### src/sv/amsq_pkg.sv
// shared types and constants of the adaptive mode signal qualifier
package amsq_pkg;

  // register map: index is paddr[2]
  localparam int unsigned RegIdxW = 1;
  localparam logic [RegIdxW-1:0] REG_SETTLE_MS       = 1'b0;
  localparam logic [RegIdxW-1:0] REG_FORCED_STRATEGY = 1'b1;

  localparam logic [15:0] SETTLE_MS_RESET = 16'd300;

  // strategy codes
  localparam logic [1:0] STRAT_COMBINED = 2'd0;
  localparam logic [1:0] STRAT_OPEN     = 2'd1;
  localparam logic [1:0] STRAT_CONV     = 2'd2;

  // bit of the conversion word that marks native mode
  localparam int unsigned CMODE_NATIVE_BIT = 0;

  // configuration seen by the core
  typedef struct packed {
    logic [15:0] settle_ms;
    logic [1:0]  forced;
    logic        load_strategy;
    logic [1:0]  load_value;
  } amsq_cfg_t;

  // one poll
  typedef struct packed {
    logic [31:0]        now_ms;
    logic [31:0]        source_id;
    logic               query_valid;
    logic signed [31:0] open_word;
    logic signed [31:0] conv_word;
  } amsq_item_t;

  // one decision plus status
  typedef struct packed {
    logic       native_mode;
    logic       settling;
    logic [1:0] active_strategy;
    logic       non_binary_seen;
  } amsq_result_t;

endpackage

### src/sv/amsq_cfg.sv
// configuration registers behind the apb-style port
module amsq_cfg (
  input  logic                clk_i,
  input  logic                rst_ni,
  input  logic                psel,
  input  logic                penable,
  input  logic                pwrite,
  input  logic [2:0]          paddr,
  input  logic [31:0]         pwdata,
  output logic [31:0]         prdata,
  output logic                pready,
  output amsq_pkg::amsq_cfg_t cfg_o
);
  import amsq_pkg::*;

  logic [15:0] settle_ms_q;
  logic [1:0]  forced_q;
  logic [1:0]  forced_wr;
  logic        wr_en;
  logic [RegIdxW-1:0] reg_idx;

  assign pready  = 1'b1;
  assign wr_en   = psel && penable && pwrite;
  assign reg_idx = paddr[2];

  // a code of 3 falls back to adaptive
  always_comb begin
    unique case (pwdata[1:0])
      STRAT_OPEN: forced_wr = STRAT_OPEN;
      STRAT_CONV: forced_wr = STRAT_CONV;
      default:    forced_wr = STRAT_COMBINED;
    endcase
  end

  // register writes
  always_ff @(posedge clk_i or negedge rst_ni) begin
    if (!rst_ni) begin
      settle_ms_q <= SETTLE_MS_RESET;
      forced_q    <= STRAT_COMBINED;
    end else if (wr_en) begin
      unique case (reg_idx)
        REG_SETTLE_MS:       settle_ms_q <= pwdata[15:0];
        REG_FORCED_STRATEGY: forced_q    <= forced_wr;
        default: ;
      endcase
    end
  end

  // register reads
  always_comb begin
    unique case (reg_idx)
      REG_SETTLE_MS:       prdata = {16'd0, settle_ms_q};
      REG_FORCED_STRATEGY: prdata = {30'd0, forced_q};
      default:             prdata = 32'd0;
    endcase
  end

  // a forced write also loads the learned strategy
  always_comb begin
    cfg_o.settle_ms     = settle_ms_q;
    cfg_o.forced        = forced_q;
    cfg_o.load_value    = forced_wr;
    cfg_o.load_strategy = wr_en && (reg_idx == REG_FORCED_STRATEGY)
                          && (forced_wr != STRAT_COMBINED);
  end

endmodule

### src/sv/amsq_core.sv
// qualifier state and the single-pass update for one poll
module amsq_core (
  input  logic                   clk_i,
  input  logic                   rst_ni,
  input  amsq_pkg::amsq_cfg_t    cfg_i,
  input  logic                   fire_i,
  input  amsq_pkg::amsq_item_t   item_i,
  output amsq_pkg::amsq_result_t result_o
);
  import amsq_pkg::*;

  logic [31:0]        last_source_q, last_source_d;
  logic [31:0]        src_change_time_q, src_change_time_d;
  logic               init_pending_q, init_pending_d;
  logic signed [31:0] last_open_q, last_open_d;
  logic signed [31:0] last_conv_q, last_conv_d;
  logic [63:0]        pending_pair_q, pending_pair_d;
  logic [31:0]        pending_time_q, pending_time_d;
  logic [1:0]         strategy_q, strategy_d;
  logic               non_binary_q, non_binary_d;
  logic signed [31:0] native_value_q, native_value_d;
  logic signed [31:0] pending_nb_q, pending_nb_d;
  logic [31:0]        nb_time_q, nb_time_d;
  logic               last_decision_q, last_decision_d;

  logic               ok;
  logic signed [31:0] op;
  logic signed [31:0] cv;
  logic [31:0]        settle32;

  assign ok       = (item_i.source_id != 32'd0) && item_i.query_valid;
  assign op       = ok ? item_i.open_word : -32'sd1;
  assign cv       = ok ? item_i.conv_word : -32'sd1;
  assign settle32 = {16'd0, cfg_i.settle_ms};

  // next state for one poll
  always_comb begin
    logic skip;
    logic op_chg;
    logic cv_chg;
    logic [63:0] key;
    logic [31:0] d_src;
    logic [31:0] d_pend;
    logic [31:0] d_nb;

    last_source_d     = last_source_q;
    src_change_time_d = src_change_time_q;
    init_pending_d    = init_pending_q;
    last_open_d       = last_open_q;
    last_conv_d       = last_conv_q;
    pending_pair_d    = pending_pair_q;
    pending_time_d    = pending_time_q;
    strategy_d        = strategy_q;
    non_binary_d      = non_binary_q;
    native_value_d    = native_value_q;
    pending_nb_d      = pending_nb_q;
    nb_time_d         = nb_time_q;
    last_decision_d   = last_decision_q;

    skip   = 1'b0;
    d_src  = item_i.now_ms - src_change_time_q;
    d_pend = item_i.now_ms - pending_time_q;
    d_nb   = item_i.now_ms - nb_time_q;
    key    = {op, cv};

    // source change and settle hold
    if (item_i.source_id != last_source_q) begin
      last_source_d     = item_i.source_id;
      src_change_time_d = item_i.now_ms;
      pending_pair_d    = 64'd0;
      pending_time_d    = 32'd0;
      pending_nb_d      = 32'sd0;
      nb_time_d         = 32'd0;
      init_pending_d    = 1'b1;
      skip              = 1'b1;
    end else if (init_pending_q) begin
      if (d_src < settle32) begin
        skip = 1'b1;
      end else begin
        last_open_d    = op;
        last_conv_d    = cv;
        init_pending_d = 1'b0;
      end
    end

    op_chg = (op != last_open_d);
    cv_chg = (cv != last_conv_d);

    // learning of the authoritative word
    if (!skip && ok && (cfg_i.forced == STRAT_COMBINED)) begin
      if (op_chg || cv_chg) begin
        if (key != pending_pair_q) begin
          pending_pair_d = key;
          pending_time_d = item_i.now_ms;
          skip           = 1'b1;
        end else if (d_pend < settle32) begin
          skip = 1'b1;
        end else if (cv_chg) begin
          if (strategy_d == STRAT_OPEN && non_binary_d) begin
            non_binary_d   = 1'b0;
            native_value_d = 32'sd0;
            pending_nb_d   = 32'sd0;
            nb_time_d      = 32'd0;
          end
          strategy_d = STRAT_CONV;
        end else begin
          if (strategy_d == STRAT_CONV && non_binary_d) begin
            non_binary_d = 1'b0;
          end
          strategy_d = STRAT_OPEN;
          if (op > 32'sd1) begin
            if (pending_nb_d != op) begin
              pending_nb_d = op;
              nb_time_d    = item_i.now_ms;
              skip         = 1'b1;
            end else if (d_nb < settle32) begin
              skip = 1'b1;
            end else begin
              non_binary_d   = 1'b1;
              native_value_d = op;
              pending_nb_d   = 32'sd0;
              nb_time_d      = 32'd0;
            end
          end else if (last_open_d >= 32'sd0 && last_open_d <= 32'sd1) begin
            if (non_binary_d) begin
              non_binary_d   = 1'b0;
              native_value_d = 32'sd0;
              pending_nb_d   = 32'sd0;
              nb_time_d      = 32'd0;
            end
          end else begin
            pending_nb_d = 32'sd0;
            nb_time_d    = 32'd0;
          end
        end
        if (!skip) begin
          last_open_d    = op;
          last_conv_d    = cv;
          pending_pair_d = 64'd0;
          pending_time_d = 32'd0;
        end
      end else begin
        pending_pair_d = 64'd0;
        pending_time_d = 32'd0;
      end
    end

    // decision
    if (ok && !init_pending_d) begin
      unique case (strategy_d)
        STRAT_OPEN: begin
          last_decision_d = non_binary_d ? (op == native_value_d) : (op != 32'sd0);
        end
        STRAT_CONV: last_decision_d = cv[CMODE_NATIVE_BIT];
        default: begin
          priority if (non_binary_d) last_decision_d = (op == native_value_d);
          else if (cv == 32'sd0)     last_decision_d = (op != 32'sd0);
          else if (op == 32'sd0)     last_decision_d = 1'b0;
          else                       last_decision_d = cv[CMODE_NATIVE_BIT];
        end
      endcase
    end
  end

  // result of this poll
  always_comb begin
    result_o.native_mode     = last_decision_d;
    result_o.settling        = init_pending_d;
    result_o.active_strategy = strategy_d;
    result_o.non_binary_seen = non_binary_d;
  end

  // control state
  always_ff @(posedge clk_i or negedge rst_ni) begin
    if (!rst_ni) begin
      last_source_q     <= 32'd0;
      src_change_time_q <= 32'd0;
      init_pending_q    <= 1'b0;
      last_open_q       <= 32'sd0;
      last_conv_q       <= 32'sd0;
      pending_pair_q    <= 64'd0;
      pending_time_q    <= 32'd0;
      strategy_q        <= STRAT_COMBINED;
      non_binary_q      <= 1'b0;
      native_value_q    <= 32'sd0;
      pending_nb_q      <= 32'sd0;
      nb_time_q         <= 32'd0;
      last_decision_q   <= 1'b0;
    end else if (cfg_i.load_strategy) begin
      strategy_q <= cfg_i.load_value;
    end else if (fire_i) begin
      last_source_q     <= last_source_d;
      src_change_time_q <= src_change_time_d;
      init_pending_q    <= init_pending_d;
      last_open_q       <= last_open_d;
      last_conv_q       <= last_conv_d;
      pending_pair_q    <= pending_pair_d;
      pending_time_q    <= pending_time_d;
      strategy_q        <= strategy_d;
      non_binary_q      <= non_binary_d;
      native_value_q    <= native_value_d;
      pending_nb_q      <= pending_nb_d;
      nb_time_q         <= nb_time_d;
      last_decision_q   <= last_decision_d;
    end
  end

endmodule

### src/sv/adaptive_mode_signal_qualifier.sv
// top level: input register, qualifier core, result register, config port
//
// Each accepted poll gives exactly one result. A poll is taken into an input
// register and passes the combinational core into the result register when
// that is free; while out_ready_i is high one poll per cycle is sustained,
// the rate set by the one-pass core state update (settle timers, pending
// pair, learned strategy and native value). The result and input registers
// let a new request be taken while a finished result still waits. The user
// must write configuration through the apb port (settle_ms at 0x0,
// forced_strategy at 0x4) only while idle; the block does not enforce it.
module adaptive_mode_signal_qualifier (
  input  logic               clk_i,
  input  logic               rst_ni,
  input  logic               psel,
  input  logic               penable,
  input  logic               pwrite,
  input  logic [2:0]         paddr,
  input  logic [31:0]        pwdata,
  output logic [31:0]        prdata,
  output logic               pready,
  input  logic               in_valid_i,
  output logic               in_ready_o,
  input  logic [31:0]        now_ms_i,
  input  logic [31:0]        source_id_i,
  input  logic               query_valid_i,
  input  logic signed [31:0] open_word_i,
  input  logic signed [31:0] conv_word_i,
  output logic               out_valid_o,
  input  logic               out_ready_i,
  output logic               native_mode_o,
  output logic               settling_o,
  output logic [1:0]         active_strategy_o,
  output logic               non_binary_seen_o
);
  import amsq_pkg::*;

  amsq_cfg_t    cfg;
  amsq_item_t   item_q;
  amsq_result_t result_d, result_q;
  logic         in_valid_q;
  logic         out_valid_q;
  logic         adv;
  logic         take;

  amsq_cfg u_cfg (
    .clk_i   (clk_i),
    .rst_ni  (rst_ni),
    .psel    (psel),
    .penable (penable),
    .pwrite  (pwrite),
    .paddr   (paddr),
    .pwdata  (pwdata),
    .prdata  (prdata),
    .pready  (pready),
    .cfg_o   (cfg)
  );

  // handshake
  assign adv        = in_valid_q && (!out_valid_q || out_ready_i);
  assign in_ready_o = !in_valid_q || adv;
  assign take       = in_valid_i && in_ready_o;

  // input register
  always_ff @(posedge clk_i or negedge rst_ni) begin
    if (!rst_ni) begin
      in_valid_q <= 1'b0;
    end else begin
      in_valid_q <= take || (in_valid_q && !adv);
    end
  end

  always_ff @(posedge clk_i) begin
    if (take) begin
      item_q.now_ms      <= now_ms_i;
      item_q.source_id   <= source_id_i;
      item_q.query_valid <= query_valid_i;
      item_q.open_word   <= open_word_i;
      item_q.conv_word   <= conv_word_i;
    end
  end

  amsq_core u_core (
    .clk_i    (clk_i),
    .rst_ni   (rst_ni),
    .cfg_i    (cfg),
    .fire_i   (adv),
    .item_i   (item_q),
    .result_o (result_d)
  );

  // result register
  always_ff @(posedge clk_i or negedge rst_ni) begin
    if (!rst_ni) begin
      out_valid_q <= 1'b0;
    end else if (adv) begin
      out_valid_q <= 1'b1;
    end else if (out_ready_i) begin
      out_valid_q <= 1'b0;
    end
  end

  always_ff @(posedge clk_i) begin
    if (adv) begin
      result_q <= result_d;
    end
  end

  assign out_valid_o       = out_valid_q;
  assign native_mode_o     = result_q.native_mode;
  assign settling_o        = result_q.settling;
  assign active_strategy_o = result_q.active_strategy;
  assign non_binary_seen_o = result_q.non_binary_seen;

endmodule

### config.mk
export PLATFORM = sky130hd
export DESIGN_NAME = adaptive_mode_signal_qualifier
export DESIGN_NICKNAME = d
export VERILOG_FILES = /design/src/sv/amsq_pkg.sv /design/src/sv/amsq_cfg.sv /design/src/sv/amsq_core.sv /design/src/sv/adaptive_mode_signal_qualifier.sv
export SDC_FILE = /design/constraint.sdc
export NUM_CORES = 2
export LEC_CHECK = 0
export CORE_MARGIN = 1.5
export CORE_UTILIZATION = 45
export CTS_CLUSTER_DIAMETER = 100
export CTS_CLUSTER_SIZE = 28
export DETAILED_ROUTE_END_ITERATION = 16
export DONT_BUFFER_PORTS = 1
export PLACE_DENSITY_LB_ADDON = 0.25
export SLEW_MARGIN = 10
export SYNTH_ARGS = -nofsm -noshare
export SYNTH_HDL_FRONTEND = slang
export SYNTH_SLANG_ARGS = --single-unit
### constraint.sdc
create_clock -name clk_i -period 7.25 [get_ports clk_i]
set_clock_uncertainty 0.05 [all_clocks]
set_input_delay 1.0875 -clock clk_i [delete_from_list [all_inputs] [get_ports clk_i]]
set_output_delay 1.0875 -clock clk_i [all_outputs]
set_load 0.05 [all_outputs]
Yosys cells after proc, flatten, opt, wreduce, memory -nomap -nowiden
Index checks and enable logic that the tools add are counted.
{"block": "op_classes", "n_addsub": 3, "magnitude_cmp": 6, "n_eq_ne": 12, "muxes": 103, "n_bitwise": 2, "reduce_logical": 33}
{"cell": "32-bit 2-to-1 mux", "count": 54}
{"cell": "64-bit 2-to-1 mux", "count": 5}
{"cell": "32-bit != test", "count": 4}
{"cell": "32-bit by 16-bit < comparator with 1-bit output", "count": 3}
{"cell": "32-bit subtractor", "count": 3}
{"cell": "32-bit logical NOT", "count": 2}
{"cell": "64-bit != test", "count": 1}
{"cell": "32-bit one-hot mux with 2 select lines", "count": 1}
{"cell": "32-bit nonzero test", "count": 2}
{"cell": "1-bit 2-to-1 mux", "count": 34}
{"cell": "32-bit equality test", "count": 1}
{"cell": "32-bit by 1-bit greater-or-equal comparator with 1-bit output (second input constant)", "count": 1}
{"cell": "32-bit by 2-bit greater-than comparator with 1-bit output (second input constant)", "count": 1}
{"cell": "32-bit by 2-bit less-or-equal comparator with 1-bit output (second input constant)", "count": 1}
{"cell": "2-bit 2-to-1 mux", "count": 7}
{"cell": "1-bit logical AND", "count": 13}
{"cell": "2-bit by 1-bit equality test with 1-bit output (second input constant)", "count": 3}
{"cell": "2-bit equality test (second input constant)", "count": 3}
{"cell": "2-bit AND reduction", "count": 3}
{"cell": "2-bit nonzero test", "count": 3}
{"cell": "1-bit logical NOT", "count": 4}
{"cell": "1-bit logical OR", "count": 4}
{"cell": "2-bit one-hot mux with 2 select lines", "count": 1}
{"cell": "3-bit AND reduction", "count": 1}
{"cell": "other kinds (3)", "count": 4}
{"block": "totals", "register_bits": 479, "output_inout_bits": 40, "elab_cells": 185}

Depth between registers and ports, before layout
{"block": "depth", "depth_word": 24, "mapped_depth": 34}

Modules after synthesis
From an unflattened synthesis, not the netlist that was laid out.
{"block": "unflattened", "cells_unflattened": 3267, "area_unflattened_um2": 30097.6}
{"module": "amsq_core", "instances": 1, "cells_each": 3044, "area_per_inst_um2": 24936.4}
{"module": "adaptive_mode_signal_qualifier", "instances": 1, "cells_each": 142, "area_per_inst_um2": 4127.7}
{"module": "amsq_cfg", "instances": 1, "cells_each": 81, "area_per_inst_um2": 1033.5}

Worst setup path after synthesis
OpenSTA, ideal clock, no wires.
{"block": "synth_timing", "path_type": "flip-flop to flip-flop", "start": "register item_q[97] (netlist bit)", "end": "register u_core.last_conv_q[19]", "setup_time_ps": 127, "arrival_ps": 6049, "required_time_ps": 7073, "slack_ps": 1024, "path_stages_with_launch": 28, "n_path_buf": 2, "synth_period_minus_slack_ps": 6226, "cell_sequence": "edfxtp_1 inv_1 ha_1 inv_1 fa_1 a211o_1 a2111o_1 and2_4 nor2_1 o21ai_0 xor2_1 ha_1 and4_1 and3_1 nor4_1 and4b_1 or4b_1 or4_1 or4b_1 and2_4 clkinv_1 nand2_1 and3b_4 nor2b_1 o21ai_1 buf_4 buf_6 mux2_1"}
{"block": "synth_between", "elab_chain_cells": 16, "word_cells_on_any_way": 32, "cone_classes": "3 x add/sub; 3 x order compare; 2 x eq/ne; 20 x mux; 4 x reduce/logical"}
{"element": "start: declaration", "line": "adaptive_mode_signal_qualifier.sv:38", "source": "amsq_item_t item_q;"}
{"element": "32-bit subtractor", "line": "amsq_core.sv:61", "source": "d_src = item_i.now_ms - src_change_time_q;"}
{"element": "32-bit by 16-bit < comparator with 1-bit output", "line": "amsq_core.sv:77", "source": "if (d_src < settle32) begin"}
{"element": "1-bit 2-to-1 mux", "line": "amsq_core.sv:77"}
{"element": "1-bit 2-to-1 mux", "line": "amsq_core.sv:76", "source": "end else if (init_pending_q) begin"}
{"element": "1-bit 2-to-1 mux", "line": "amsq_core.sv:67", "source": "if (item_i.source_id != last_source_q) begin"}
{"element": "1-bit 2-to-1 mux", "line": "amsq_core.sv:116", "source": "end else if (d_nb < settle32) begin"}
{"element": "1-bit 2-to-1 mux", "line": "amsq_core.sv:112", "source": "if (pending_nb_d != op) begin"}
{"element": "1-bit 2-to-1 mux", "line": "amsq_core.sv:111", "source": "if (op > 32'sd1) begin"}
{"element": "1-bit 2-to-1 mux", "line": "amsq_core.sv:98", "source": "end else if (cv_chg) begin"}
{"element": "1-bit 2-to-1 mux", "line": "amsq_core.sv:96", "source": "end else if (d_pend < settle32) begin"}
{"element": "1-bit 2-to-1 mux", "line": "amsq_core.sv:92", "source": "if (key != pending_pair_q) begin"}
{"element": "1-bit 2-to-1 mux", "line": "amsq_core.sv:91", "source": "if (op_chg || cv_chg) begin"}
{"element": "1-bit 2-to-1 mux", "line": "amsq_core.sv:90", "source": "if (!skip && ok && (cfg_i.forced == STRAT_COMBINED)) begin"}
{"element": "32-bit 2-to-1 mux", "line": "amsq_core.sv:136", "source": "if (!skip) begin"}
{"element": "32-bit 2-to-1 mux", "line": "amsq_core.sv:91"}
{"element": "32-bit 2-to-1 mux *", "line": "amsq_core.sv:90"}
{"element": "end signal: assignment", "line": "amsq_core.sv:196", "source": "last_conv_q <= last_conv_d;"}
{"element": "end: declaration", "line": "amsq_core.sv:16", "source": "logic signed [31:0] last_conv_q, last_conv_d;"}
Mark *: on every way between the ends. The rest lies on a longest branch, timed or not. The select of a mux whose other input is x is not followed.
A chain may end at the register's enable or synchronous reset.

Final worst setup path
{"block": "layout_timing", "start": "register item_q[97] (netlist bit)", "end": "register u_core.last_conv_q[27]"}
Same word-level chain as after synthesis.

==> flow_summary_export.csv <==
group,metric,value,unit
power_and_ir_drop,worst_ir_drop_vdd,0.260,mV
setup_path,startpoint_type,"flop",
floorplan,rows,95,
grt,grt_max_degree,346,
cts,cts_buffers,27,
setup_path,cp-startpoint,"item_q[97]",
logic_synthesis,syn_avg_cell_area,9.42,sq um
logic_synthesis,yosysWarnings,0,
sta,worst_pin_slew,1.19,ns
cts,clock_path_buffers,3,
grt,overflow,0,
logic_synthesis,yosysTopAreaCellShare,27.7,%
cells_and_area,drive_gt1_share,10.0,%
floorplan,die_y,265,microns
min_path,min_path_type,"input port to async pin",
setup_path,r2r_slack,0.27,ns
placed_design,io_buffers,0,
setup_path,rr_startpoint,"item_q[97]",
outcome,outcome,"finished clean",
cells_and_area,area_growth,7.84,%
grt,grtUsageTotal,32.0,%
sta,setup_slack,0.269,ns
cells_and_area,multiInputGateArea,16400,sq um
logic_synthesis,synth_ff_type,"dfrtp_1",
sta,slew_violations,0,
placed_design,post-dp-hpwl,85700,microns
cts,clock_latency,0.64,ns
detailed_routing,drtAntennaViolNets,0,
logic_synthesis,yosysSeqAreaShare,41.1,%
detailed_routing,wl_met2,52000,microns
logic_synthesis,synth_area_leaders,"dfrtp_1 (28%), edfxtp_1 (13%), ha_1 (5.8%)",
sta,max-slew-margin-rel,19.5,%
detailed_routing,drt_iter0_markers,2627,
cells_and_area,ff_latch_area,12700,sq um
sta,fin_crit,6.98,ns
cts,cts_hold_buffers,0,
sta,setup_viol,0,
setup_path,endpoint_kind,"flop",
cts,root_buffer,"clkbuf_16",
sta,fmax,143,MHz
setup_path,r2r-end,"u_core.last_conv_q[27]",
sta,period_share,96.3,%
detailed_routing,dr_wl_met3,7820,microns
detailed_routing,vias,26900,
detailed_routing,dr.pass1.iters,5,
detailed_routing,drcViolationCount,0,
cells_and_area,finish.net_count,3579,
cts,cts_sinks,479,
grt,antenna_found_initial,6,
detailed_routing,routedWlPerCell,27.6,microns
setup_path,cp.arrival,7.45,ns
logic_synthesis,ys_ff_latch,479,
logic_synthesis,yosysTopAreaCell,"dfrtp_1",
cts,path_clk_slew,0.12,ns
cells_and_area,fillers,6309,
sta,hold_viol,0,
placed_design,gp_congestion,0.978,
floorplan,design.die.area,70000,sq um
logic_synthesis,netlist_area,30800,sq um
logic_synthesis,synth_edf_count,134,
floorplan,die_w,265,microns
detailed_routing,wl_met1,49500,microns
cts,h-tree-depth,1,
logic_synthesis,postSynthCellCount,3271,
logic_synthesis,yosysUniqueCellTypes,95,
job,drv_cap,0,
power_and_ir_drop,power,0.00672,W
floorplan,core,67500,sq um
grt,grt_pass1_wl,171000,microns
cts,cts_tree,"done",
setup_path,reg2regPathDepth,27,
power_and_ir_drop,p_per_area,202,nW/um^2
power_and_ir_drop,power.leakage,13.6,nW
detailed_routing,dr.max_layer_used,"met5",
grt,grt_pass1_vias,26200,
detailed_routing,wl,115000,microns
setup_path,critPathMaxFanout,16,
floorplan,pin_count,211,
floorplan,initial_core_util,45.6,%
setup_path,crit_required,7.72,ns
setup_path,worstSetupPathType,"flop to flop",
detailed_routing,via_per_inst,6.47,
cells_and_area,diodes,0,
logic_synthesis,async_flop_share,72.0,%
placed_design,post-place-ws,0.126,ns
## layout make-up
type | count | share of cell area, %
multi-input combinational | 2342 | 49.4
sequential | 479 | 38.1
inverter | 300 | 3.39
tap | 873 | 3.29
timing repair buffer | 113 | 2.83
clock buffer | 31 | 2.08
clock inverter | 19 | 0.934
## routing by layer
layer	global-route usage, %	vias up
li1	-	12100
met1	43.8	13400
met2	51.2	1129
met3	4.66	236
met4	12.7	10
met5	0	-
## cells in the mapped netlist (34+ instances only)
cell type and n:
nor3_1 64, o21ai_0 188, nand4_1 49, nand3_1 59
inv_1 298, ha_1 142, nor4_1 75, clkbuf_1 97
a22o_1 93, nor2_1 200, nand2b_1 58, a21oi_1 162
a211oi_1 66, nand2_1 274, o22ai_2 50, xnor2_1 45
mux2i_1 52, xor2_1 75, o22ai_1 62, a21o_1 34
edfxtp_1 134, mux2_2 62, dfrtp_1 341
## cell families after synthesis
family	count (synthesis)	synth area share, %
compound gates	976	22.8
simple gates	945	15.5
mux	139	4.87
buf+inv	465	6.32
xor+xnor	120	3.41
flops	479	41.1
fa+ha+maj	145	5.96
other cells	2	0.0244
## worst max-delay path: stages, from the launching register on
cell and delay [ns]:
edfxtp_1 0.45, inv_2 0.12, ha_1 0.20, inv_1 0.06
fa_2 0.37, a211o_1 0.30, a2111o_1 0.42, and2_4 0.18
nor2_1 0.16, o21ai_0 0.15, xor2_1 0.18, ha_1 0.30
and4_1 0.24, and3_1 0.21, nor4_2 0.23, and4b_1 0.25
or4b_1 0.42, or4_1 0.41, or4b_4 0.55, and2_4 0.18
clkinv_1 0.04, nand2_1 0.04, and3b_4 0.24, nor2b_1 0.16
o21ai_4 0.23, buf_4 0.16, buf_12 0.18, mux2_1 0.34
## stage by stage
stage	cell area [sq um]	setup TNS (ns)	hold slack (ns)	std cells	utilization [%]
after floorplan	30900	0	0.400	3286	-
final	33200	0	0.0985	4157	49.2
after global routing	33200	-0.0325	0.0792	4157	49.2
after CTS	33100	0	0.0728	4148	49.0
after global placement	32100	0	0.415	4098	47.5
after detailed placement	32100	0	0.431	4098	47.5
## how the worst max path moves through the flow
stage | end | slack, ns | cells past startpoint
after floorplan | u_core.last_conv_q[19] | 1.02 | 27
after global placement | native_mode_o | 0.24 | 30
after detailed placement | native_mode_o | 0.13 | 27
after CTS | native_mode_o | 0.08 | 27
after global routing | u_core.last_open_q[8] | -0.02 | 27
final | u_core.last_conv_q[27] | 0.27 | 27
## power breakdown
group	leakage [nW]	internal [W]	switching, W
clock	0.484	0.000859	0.00111
sequential	5.75	0.00294	0.000163
combinational	7.38	0.000588	0.00106
## state kept, by name, indices dropped and copies added, names as in the netlist, 16 cells and up
name,flops
u_core.pending_time_q,32
u_core.last_source_q,32
u_core.last_conv_q,32
u_core.nb_time_q,32
u_core.pending_pair_q,64
u_core.native_value_q,32
u_cfg.settle_ms_q,16
u_core.src_change_time_q,32
item_q,129
u_core.last_open_q,32
u_core.pending_nb_q,32
## cell usage in the layout (no fill, tap or decap), types with 34 or more instances in the layout
cell and instances:
a22o_1 93, mux2i_1 52, dfrtp_1 341, buf_4 106, nand2_1 274, inv_1 297
nand3_1 59, nor2_1 196, nor4_1 73, ha_1 142, xor2_1 75, o22ai_1 62
o22ai_2 50, a211oi_1 66, nand2b_1 58, mux2_2 62, a21o_1 34, nand4_1 49
xnor2_1 45, edfxtp_1 134, o21ai_0 186, nor3_1 62, a21oi_1 160
## what timing repair did
| item | CTS | global route |
|---|---|---|
| resized for setup | 0 | 12 |
| setup endpoints to repair | 0 | 186 |
| buffers inserted | 0 | 8 |
No activity file was read; power rests on OpenSTA's default activity.
